--- config.mk ---
export PLATFORM = sky130hd
export DESIGN_NAME = lsb_stego_stream_decoder_top
export DESIGN_NICKNAME = d
export VERILOG_FILES = /design/src/rtl/lsbsd_pkg.sv /design/src/rtl/lsbsd_settle.sv /design/src/rtl/lsb_stego_stream_decoder_top.sv
export SDC_FILE = /design/constraint.sdc
export NUM_CORES = 1
export LEC_CHECK = 0
export BUFFER_PORTS_ARGS = -buffer_cell sky130_fd_sc_hd__clkbuf_2
export CAP_MARGIN = 25
export CELL_PAD_IN_SITES_DETAIL_PLACEMENT = 1
export CELL_PAD_IN_SITES_GLOBAL_PLACEMENT = 2
export CORE_MARGIN = 2
export CORE_UTILIZATION = 34
export DETAILED_ROUTE_END_ITERATION = 7
export PLACE_DENSITY = 0.74
export SLEW_MARGIN = 20
export SYNTH_ARGS = -nofsm -noshare
export SYNTH_HDL_FRONTEND = slang
export SYNTH_SLANG_ARGS = --single-unit
--- constraint.sdc ---
create_clock -name aclk -period 11.39 [get_ports aclk]
set_input_delay 2.278 -clock aclk [delete_from_list [all_inputs] [get_ports aclk]]
set_output_delay 2.278 -clock aclk [all_outputs]
set_load 0.005 [all_outputs]
--- src/rtl/lsbsd_pkg.sv ---
// ----------------------------------------------------------------------------
// lsbsd_pkg: shared types and constants of the LSB stego stream decoder
// Phase and kind codes, configuration defaults and the section state record.
// ----------------------------------------------------------------------------
package lsbsd_pkg;

    // Configuration register indexes.
    localparam int unsigned CFG_INDEX_W = 2;
    localparam logic [CFG_INDEX_W-1:0] CFG_HEADER_SKIP = 2'd0;
    localparam logic [CFG_INDEX_W-1:0] CFG_MAGIC_COUNT = 2'd1;
    localparam logic [CFG_INDEX_W-1:0] CFG_GAP_SKIP    = 2'd2;
    localparam int unsigned CFG_DATA_W  = 10;

    // Register values after reset.
    localparam logic [9:0] HEADER_SKIP_RST = 10'd54;
    localparam logic [3:0] MAGIC_COUNT_RST = 4'd2;
    localparam logic [7:0] GAP_SKIP_RST    = 8'd8;

    // Index of the last byte lane of the little-endian size word.
    localparam logic [1:0] SIZE_LAST_LANE = 2'd3;

    typedef enum logic [2:0] {
        PH_HEADER  = 3'd0,
        PH_MAGIC   = 3'd1,
        PH_EXTLEN  = 3'd2,
        PH_EXTCHAR = 3'd3,
        PH_SIZE    = 3'd4,
        PH_GAP     = 3'd5,
        PH_PAYLOAD = 3'd6,
        PH_DONE    = 3'd7
    } phase_t;

    typedef enum logic [2:0] {
        KIND_MAGIC   = 3'd0,
        KIND_EXTLEN  = 3'd1,
        KIND_EXTCHAR = 3'd2,
        KIND_SIZE    = 3'd3,
        KIND_PAYLOAD = 3'd4
    } kind_t;

    typedef struct packed {
        logic [9:0] header_skip;
        logic [3:0] magic_count;
        logic [7:0] gap_skip;
    } cfg_t;

    // Position inside the hidden stream.
    typedef struct packed {
        phase_t      phase;
        logic [9:0]  skip_count;
        logic [31:0] field_count;
        logic [2:0]  bit_index;
        logic [7:0]  assembling;
    } sect_t;

endpackage

--- src/rtl/lsbsd_settle.sv ---
// ----------------------------------------------------------------------------
// lsbsd_settle: section advance logic
// Moves past each used-up header, magic, ext-char or gap section, with the
// register values of this cycle, before the next image byte is used.
// ----------------------------------------------------------------------------
module lsbsd_settle (
    input  lsbsd_pkg::sect_t cur,
    input  lsbsd_pkg::cfg_t  cfg,
    input  logic [7:0]       ext_length,
    input  logic [31:0]      payload_size,
    output lsbsd_pkg::sect_t eff,
    output logic             size_clear
);
    import lsbsd_pkg::*;

    always_comb begin
        eff        = cur;
        size_clear = 1'b0;

        if (eff.phase == PH_HEADER && eff.skip_count >= cfg.header_skip) begin
            eff = '{phase: PH_MAGIC, default: '0};
        end
        if (eff.phase == PH_MAGIC && eff.field_count >= {28'd0, cfg.magic_count}) begin
            eff = '{phase: PH_EXTLEN, default: '0};
        end
        if (eff.phase == PH_EXTCHAR && eff.field_count >= {24'd0, ext_length}) begin
            eff        = '{phase: PH_SIZE, default: '0};
            size_clear = 1'b1;
        end
        if (eff.phase == PH_GAP && eff.skip_count >= {2'd0, cfg.gap_skip}) begin
            // A size that is zero or negative as a signed word has no payload.
            if (payload_size == 32'd0 || payload_size[31]) begin
                eff = '{phase: PH_DONE, default: '0};
            end else begin
                eff = '{phase: PH_PAYLOAD, default: '0};
            end
        end
    end

endmodule

--- src/rtl/lsb_stego_stream_decoder_top.sv ---
// ----------------------------------------------------------------------------
// lsb_stego_stream_decoder_top: LSB steganography stream decoder
// Recovers hidden bytes from the least significant bits of an image file
// stream and tags each one with its place in the hidden record.
// ----------------------------------------------------------------------------
//
//   channel   direction  handshake           payload
//   s_        in         s_valid / s_ready   s_image_byte[7:0]
//   m_        out        m_valid / m_ready   m_decoded_byte[7:0], m_kind[2:0], m_last
//   cfg_      in         cfg_wr_en           cfg_index[1:0], cfg_data[9:0]
//
// The section advance, the bit insert and the counter updates all sit
// between the state registers and the result register, so one item can be
// accepted in every cycle while s_ready is high.
// A result appears on m_ in the cycle after the eighth image byte of a hidden
// byte is accepted. The result register frees up in the same cycle in which
// its item is taken, so s_ready is low only while a result waits unread.
// Reset (aresetn low at a clock edge) returns to the header section and
// restores the register defaults of 54, 2 and 8.
// ----------------------------------------------------------------------------
module lsb_stego_stream_decoder_top (
    input  logic       aclk,
    input  logic       aresetn,

    input  logic       s_valid,
    output logic       s_ready,
    input  logic [7:0] s_image_byte,

    output logic       m_valid,
    input  logic       m_ready,
    output logic [7:0] m_decoded_byte,
    output logic [2:0] m_kind,
    output logic       m_last,

    input  logic                              cfg_wr_en,
    input  logic [lsbsd_pkg::CFG_INDEX_W-1:0] cfg_index,
    input  logic [lsbsd_pkg::CFG_DATA_W-1:0]  cfg_data
);
    import lsbsd_pkg::*;

    // Configuration registers.
    cfg_t cfg_reg;

    // Stream position and the fields decoded so far.
    sect_t       sect_reg, sect_next;
    logic [7:0]  ext_length_reg, ext_length_next;
    logic [31:0] payload_size_reg, payload_size_next;

    // Result register.
    logic        m_valid_reg;
    logic [7:0]  m_byte_reg;
    kind_t       m_kind_reg;
    logic        m_last_reg;

    // Section state after skipping the sections that are already complete.
    sect_t       eff;
    logic        size_clear;

    logic        accept;
    logic        res_valid;
    logic [7:0]  res_byte;
    kind_t       res_kind;
    logic        res_last;
    logic [7:0]  merged;
    logic [31:0] field_inc;

    assign s_ready = !m_valid_reg || m_ready;
    assign accept  = s_valid && s_ready;

    assign m_valid        = m_valid_reg;
    assign m_decoded_byte = m_byte_reg;
    assign m_kind         = m_kind_reg;
    assign m_last         = m_last_reg;

    // Configuration writes take effect on the next image byte. Unknown
    // indexes are dropped.
    always_ff @(posedge aclk) begin
        if (!aresetn) begin
            cfg_reg.header_skip <= HEADER_SKIP_RST;
            cfg_reg.magic_count <= MAGIC_COUNT_RST;
            cfg_reg.gap_skip    <= GAP_SKIP_RST;
        end else if (cfg_wr_en) begin
            case (cfg_index)
                CFG_HEADER_SKIP: cfg_reg.header_skip <= cfg_data;
                CFG_MAGIC_COUNT: cfg_reg.magic_count <= cfg_data[3:0];
                CFG_GAP_SKIP:    cfg_reg.gap_skip    <= cfg_data[7:0];
                default: begin
                end
            endcase
        end
    end

    lsbsd_settle u_settle (
        .cur          (sect_reg),
        .cfg          (cfg_reg),
        .ext_length   (ext_length_reg),
        .payload_size (payload_size_reg),
        .eff          (eff),
        .size_clear   (size_clear)
    );

    // Per-item work: count a skipped byte, drop a byte after the stream is done, or insert one hidden bit and,
    // on the eighth bit, hand the finished byte to the result register.
    always_comb begin
        sect_next         = eff;
        ext_length_next   = ext_length_reg;
        payload_size_next = size_clear ? 32'd0 : payload_size_reg;
        res_valid         = 1'b0;
        res_kind          = KIND_MAGIC;
        res_last          = 1'b0;
        merged            = eff.assembling | (8'(s_image_byte[0]) << eff.bit_index);
        res_byte          = merged;
        field_inc         = eff.field_count + 32'd1;

        case (eff.phase)
            PH_DONE: begin
            end
            PH_HEADER, PH_GAP: begin
                sect_next.skip_count = eff.skip_count + 10'd1;
            end
            default: begin
                if (eff.bit_index != 3'd7) begin
                    sect_next.bit_index  = eff.bit_index + 3'd1;
                    sect_next.assembling = merged;
                end else begin
                    sect_next.bit_index  = 3'd0;
                    sect_next.assembling = 8'd0;
                    res_valid            = 1'b1;
                    case (eff.phase)
                        PH_MAGIC: begin
                            res_kind              = KIND_MAGIC;
                            sect_next.field_count = field_inc;
                        end
                        PH_EXTLEN: begin
                            res_kind        = KIND_EXTLEN;
                            ext_length_next = merged;
                            sect_next       = '{phase: PH_EXTCHAR, default: '0};
                        end
                        PH_EXTCHAR: begin
                            res_kind              = KIND_EXTCHAR;
                            sect_next.field_count = field_inc;
                        end
                        PH_SIZE: begin
                            res_kind              = KIND_SIZE;
                            sect_next.field_count = field_inc;
                            case (eff.field_count[1:0])
                                2'd0:    payload_size_next[7:0]   = payload_size_next[7:0]   | merged;
                                2'd1:    payload_size_next[15:8]  = payload_size_next[15:8]  | merged;
                                2'd2:    payload_size_next[23:16] = payload_size_next[23:16] | merged;
                                default: payload_size_next[31:24] = payload_size_next[31:24] | merged;
                            endcase
                            if (eff.field_count[1:0] == SIZE_LAST_LANE) begin
                                sect_next = '{phase: PH_GAP, default: '0};
                            end
                        end
                        default: begin
                            // Payload: the byte that reaches the size is the
                            // final one, and the stream is finished after it.
                            res_kind              = KIND_PAYLOAD;
                            sect_next.field_count = field_inc;
                            res_last              = (field_inc == payload_size_reg);
                            if (res_last) begin
                                sect_next = '{phase: PH_DONE, default: '0};
                            end
                        end
                    endcase
                end
            end
        endcase
    end

    always_ff @(posedge aclk) begin
        if (!aresetn) begin
            sect_reg         <= '{phase: PH_HEADER, default: '0};
            ext_length_reg   <= 8'd0;
            payload_size_reg <= 32'd0;
        end else if (accept) begin
            sect_reg         <= sect_next;
            ext_length_reg   <= ext_length_next;
            payload_size_reg <= payload_size_next;
        end
    end

    always_ff @(posedge aclk) begin
        if (!aresetn) begin
            m_valid_reg <= 1'b0;
        end else if (accept && res_valid) begin
            m_valid_reg <= 1'b1;
        end else if (m_ready) begin
            m_valid_reg <= 1'b0;
        end
    end

    always_ff @(posedge aclk) begin
        if (accept && res_valid) begin
            m_byte_reg <= res_byte;
            m_kind_reg <= res_kind;
            m_last_reg <= res_last;
        end
    end

    // The last flag belongs to payload bytes only.
    a_last_is_payload: assert property (@(posedge aclk) disable iff (!aresetn)
        (m_valid_reg && m_last_reg) |-> (m_kind_reg == KIND_PAYLOAD))
        else $error("last flag on a result that is not a payload byte");

    // Once the payload is complete the decoder stays finished until reset.
    a_done_sticks: assert property (@(posedge aclk) disable iff (!aresetn)
        (sect_reg.phase == PH_DONE) |=> (sect_reg.phase == PH_DONE))
        else $error("decoder left the finished state without reset");

    // A partly built hidden byte exists only inside a bit-carrying section.
    a_bits_in_data_section: assert property (@(posedge aclk) disable iff (!aresetn)
        (sect_reg.bit_index != 3'd0) |->
            (sect_reg.phase != PH_HEADER && sect_reg.phase != PH_GAP &&
             sect_reg.phase != PH_DONE))
        else $error("hidden bits pending in a skip or finished section");

    // Items taken after the stream is finished produce no result.
    a_no_result_when_done: assert property (@(posedge aclk) disable iff (!aresetn)
        (accept && eff.phase == PH_DONE && !m_valid_reg) |=> !m_valid_reg)
        else $error("result produced after the payload was complete");

endmodule
==> key figures <==
Synthesis
  • Yosys top cell area share: 26.47%
  • Synth Cell Area: 9000 sq um
  • Synth top area cells: dfxtp_1, nor2b_1, ha_1
  • Number of flops mapped to enable cells by yosys: 12
  • Yosys warns: 0
  • Most frequent cell after synthesis: dfxtp_1
  • Main flop type after synthesis: dfxtp_1
  • Yosys top cell by area: dfxtp_1
  • Mean Syn Cell Area: 8.064 sq um
  • Register area share after synthesis: 30.47%
  • Yosys cell types: 90
  • Cells after synthesis: 1116
  • Asr flop ratio synth: 0%
  • Top post-synthesis cells by count: dfxtp_1, nand2_1, nor2b_1, nor2_1, inv_1
  • Yosys reg bits: 131
  • Syn Nets: 1180

Global routing
  • Largest net degree at the start of global routing: 73
  • Vias in the first global route: 8517
  • GRT Total Usage: 23.34%
  • First-pass GRT wire length: 50760 um
  • Initial antenna violation count: 0
  • Total gr overflow: 0

STA
  • Slew @ Worst Pin: 858.2 ps
  • Slew Limit Fails: 0
  • Min cycle time layout: 10630 ps
  • Setup TNS: 0 ps
  • Tcrit/Tclk final: 93.29%
  • Max Freq: 0.09411 GHz
  • Unrepaired setup endpoints after global routing: false
  • Final setup violation count: 0
  • Clock Skew: 14.89 ps
  • Final hold violations: 0
  • Max-slew headroom: 42.58%

Route
  • Initial DRC Count: 584
  • DRC violation count after routing: 0
  • Drt first pass iters: 5
  • Antenna-violating nets left: 0
  • Vias per cell: 5.752
  • Drt wl/cell: 21.96 um
  • Post-Route WL: 32440 um
  • Routed vias: 8496

Critical path
  • CP peak stage delay: 510 ps
  • CP max FO: 8
  • Worst-path cell with the longest stage delay: or4_1
  • Worst path required time: 11720 ps
  • CP arrival: 10950 ps
  • WS Path Type: reg -> reg
  • Critical Path Sink Type: flop
  • Crit path launch type: flop

Clock network
  • Clock Path Buffers: 2
  • H-Tree Depth: 4
  • Root buffer selected by CTS: clkbuf_16
  • CTS tree: built
  • Hold-fix buffers, CTS: 0
  • Clock slew at reported path FFs: 70 ps
  • CTS buffer count: 17
  • Clock Sinks: 131
  • Worst skew pair latency: 430 ps

Final layout
  • Area delta synth->final: 12.36%
  • Fraction of layout instances using a drive strength above 1: 11.82%
  • Fin nets: 1193
  • Max reg flops: 56
  • Final Util: 38.81%
  • # diodes: 0

Placed design
  • Hpwl dp: 23890 um
  • IO Port Bufs: 31
  • Gpl congestion: 0.9506

Flow run
  • Max_cap viols: 0

Die
  • Initial Utilization: 34.54%
  • Die span in x: 166.7 um
  • # IOs: 39
  • CORE AREA: 26060 sq um
  • Die Span Y: 166.7 um
  • DIE AREA: 27790 sq um
  • Rows: 59

Power and ir drop
  • Power Total: 1175 uW
  • Maximum VDD drop: 0.00008588 V
  • Cell area power density: 116.2 nW/um^2
  • Static Leakage: 0.003767 uW

Worst hold path
  • Hold Crit Class: reg -> reg

Status
  • Status: completed
## power by group
part | internal (uW) | total (uW) | switching [uW]
Clock | 297 | 548 | 251
Combinational | 47.5 | 151 | 103
Sequential | 470 | 477 | 6.86
Total | 814 | 1180 | 361
## final cells by class
class                           instances  area, sq um
Tap cell                              335        419.2
Sequential cell                       131         2743
Clock buffer                           18        450.4
Timing Repair Buffer                   65        422.9
Inverter                               56        210.2
Multi-Input combinational cell        858         5753
Clock inverter                         14        113.9
Fill cell                            3155        15950
## metrics by stage
step	cell area, sq um	setup slack, ps	cells	hold slack, ps
after global placement	9480	703.1	1438	453.3
after CTS	10070	474.4	1472	476.8
after global routing	10110	107.1	1477	514.0
final	10110	764.1	1477	474.7
after floorplan	9000	503.4	1116	443.5
after detailed placement	9510	540.6	1440	467.5
## timing repair
item	in CTS	in global routing
gates resized for setup	0	1
buffers inserted	0	4
hold endpoints to repair	0	0
setup endpoints to repair	0	40
## layer usage
metal | track usage, % | vias to the layer above | routed length, um
li1 | - | 4091 | -
met1 | 33.40 | 4163 | 15850
met2 | 35.72 | 195 | 14240
met3 | 3.541 | 47 | 1461
met4 | 8.096 | 0 | 895
met5 | 0 | - | 0
## final timing paths
check	startpoint	endpoint	slack, ps	cells past startpoint
setup / recovery	sect_reg[52]	sect_reg[20]	760	44
setup reg to reg	sect_reg[52]	sect_reg[20]	760	44
hold / removal	cfg_reg[20]	cfg_reg[20]	470	2
hold reg to reg	cfg_reg[20]	cfg_reg[20]	470	2
## layout by cell type (no fill, tap or decap), types with 24 or more instances in the layout
master and n:
dfxtp_1 119, nand2_1 99, nor2b_1 80, nor2_1 66
inv_1 56, nand3_1 49, a22oi_1 45, a21oi_1 43
o21ai_0 42, ha_1 39, clkbuf_2 31, buf_4 31
and2_1 29, nor4_1 26, nor3_1 24
## worst max-delay path, delay by kind of cell (launching register included)
kind	cells	cell delay [ps]
mux	1	280
flops	1	380
compound gates	14	2970
buf+inv	4	660
simple gates	20	4890
fa+ha+maj	5	1320
## logic make-up (layout without fill, tap and decap cells)
logic type / after synthesis / after routing / share of synthesized area (%)
adders and majority gates: 39 / 39 / 5.422
AOI/OAI and AO/OA: 276 / 276 / 21.88
and+or+nand+nor: 483 / 483 / 29.82
buffers and inverters: 127 / 153 / 5.825
muxes: 23 / 23 / 2.586
DFF: 131 / 131 / 30.47
xor gates and xnor gates: 37 / 37 / 3.990
Note: power is estimated with default switching activity, not from simulation.
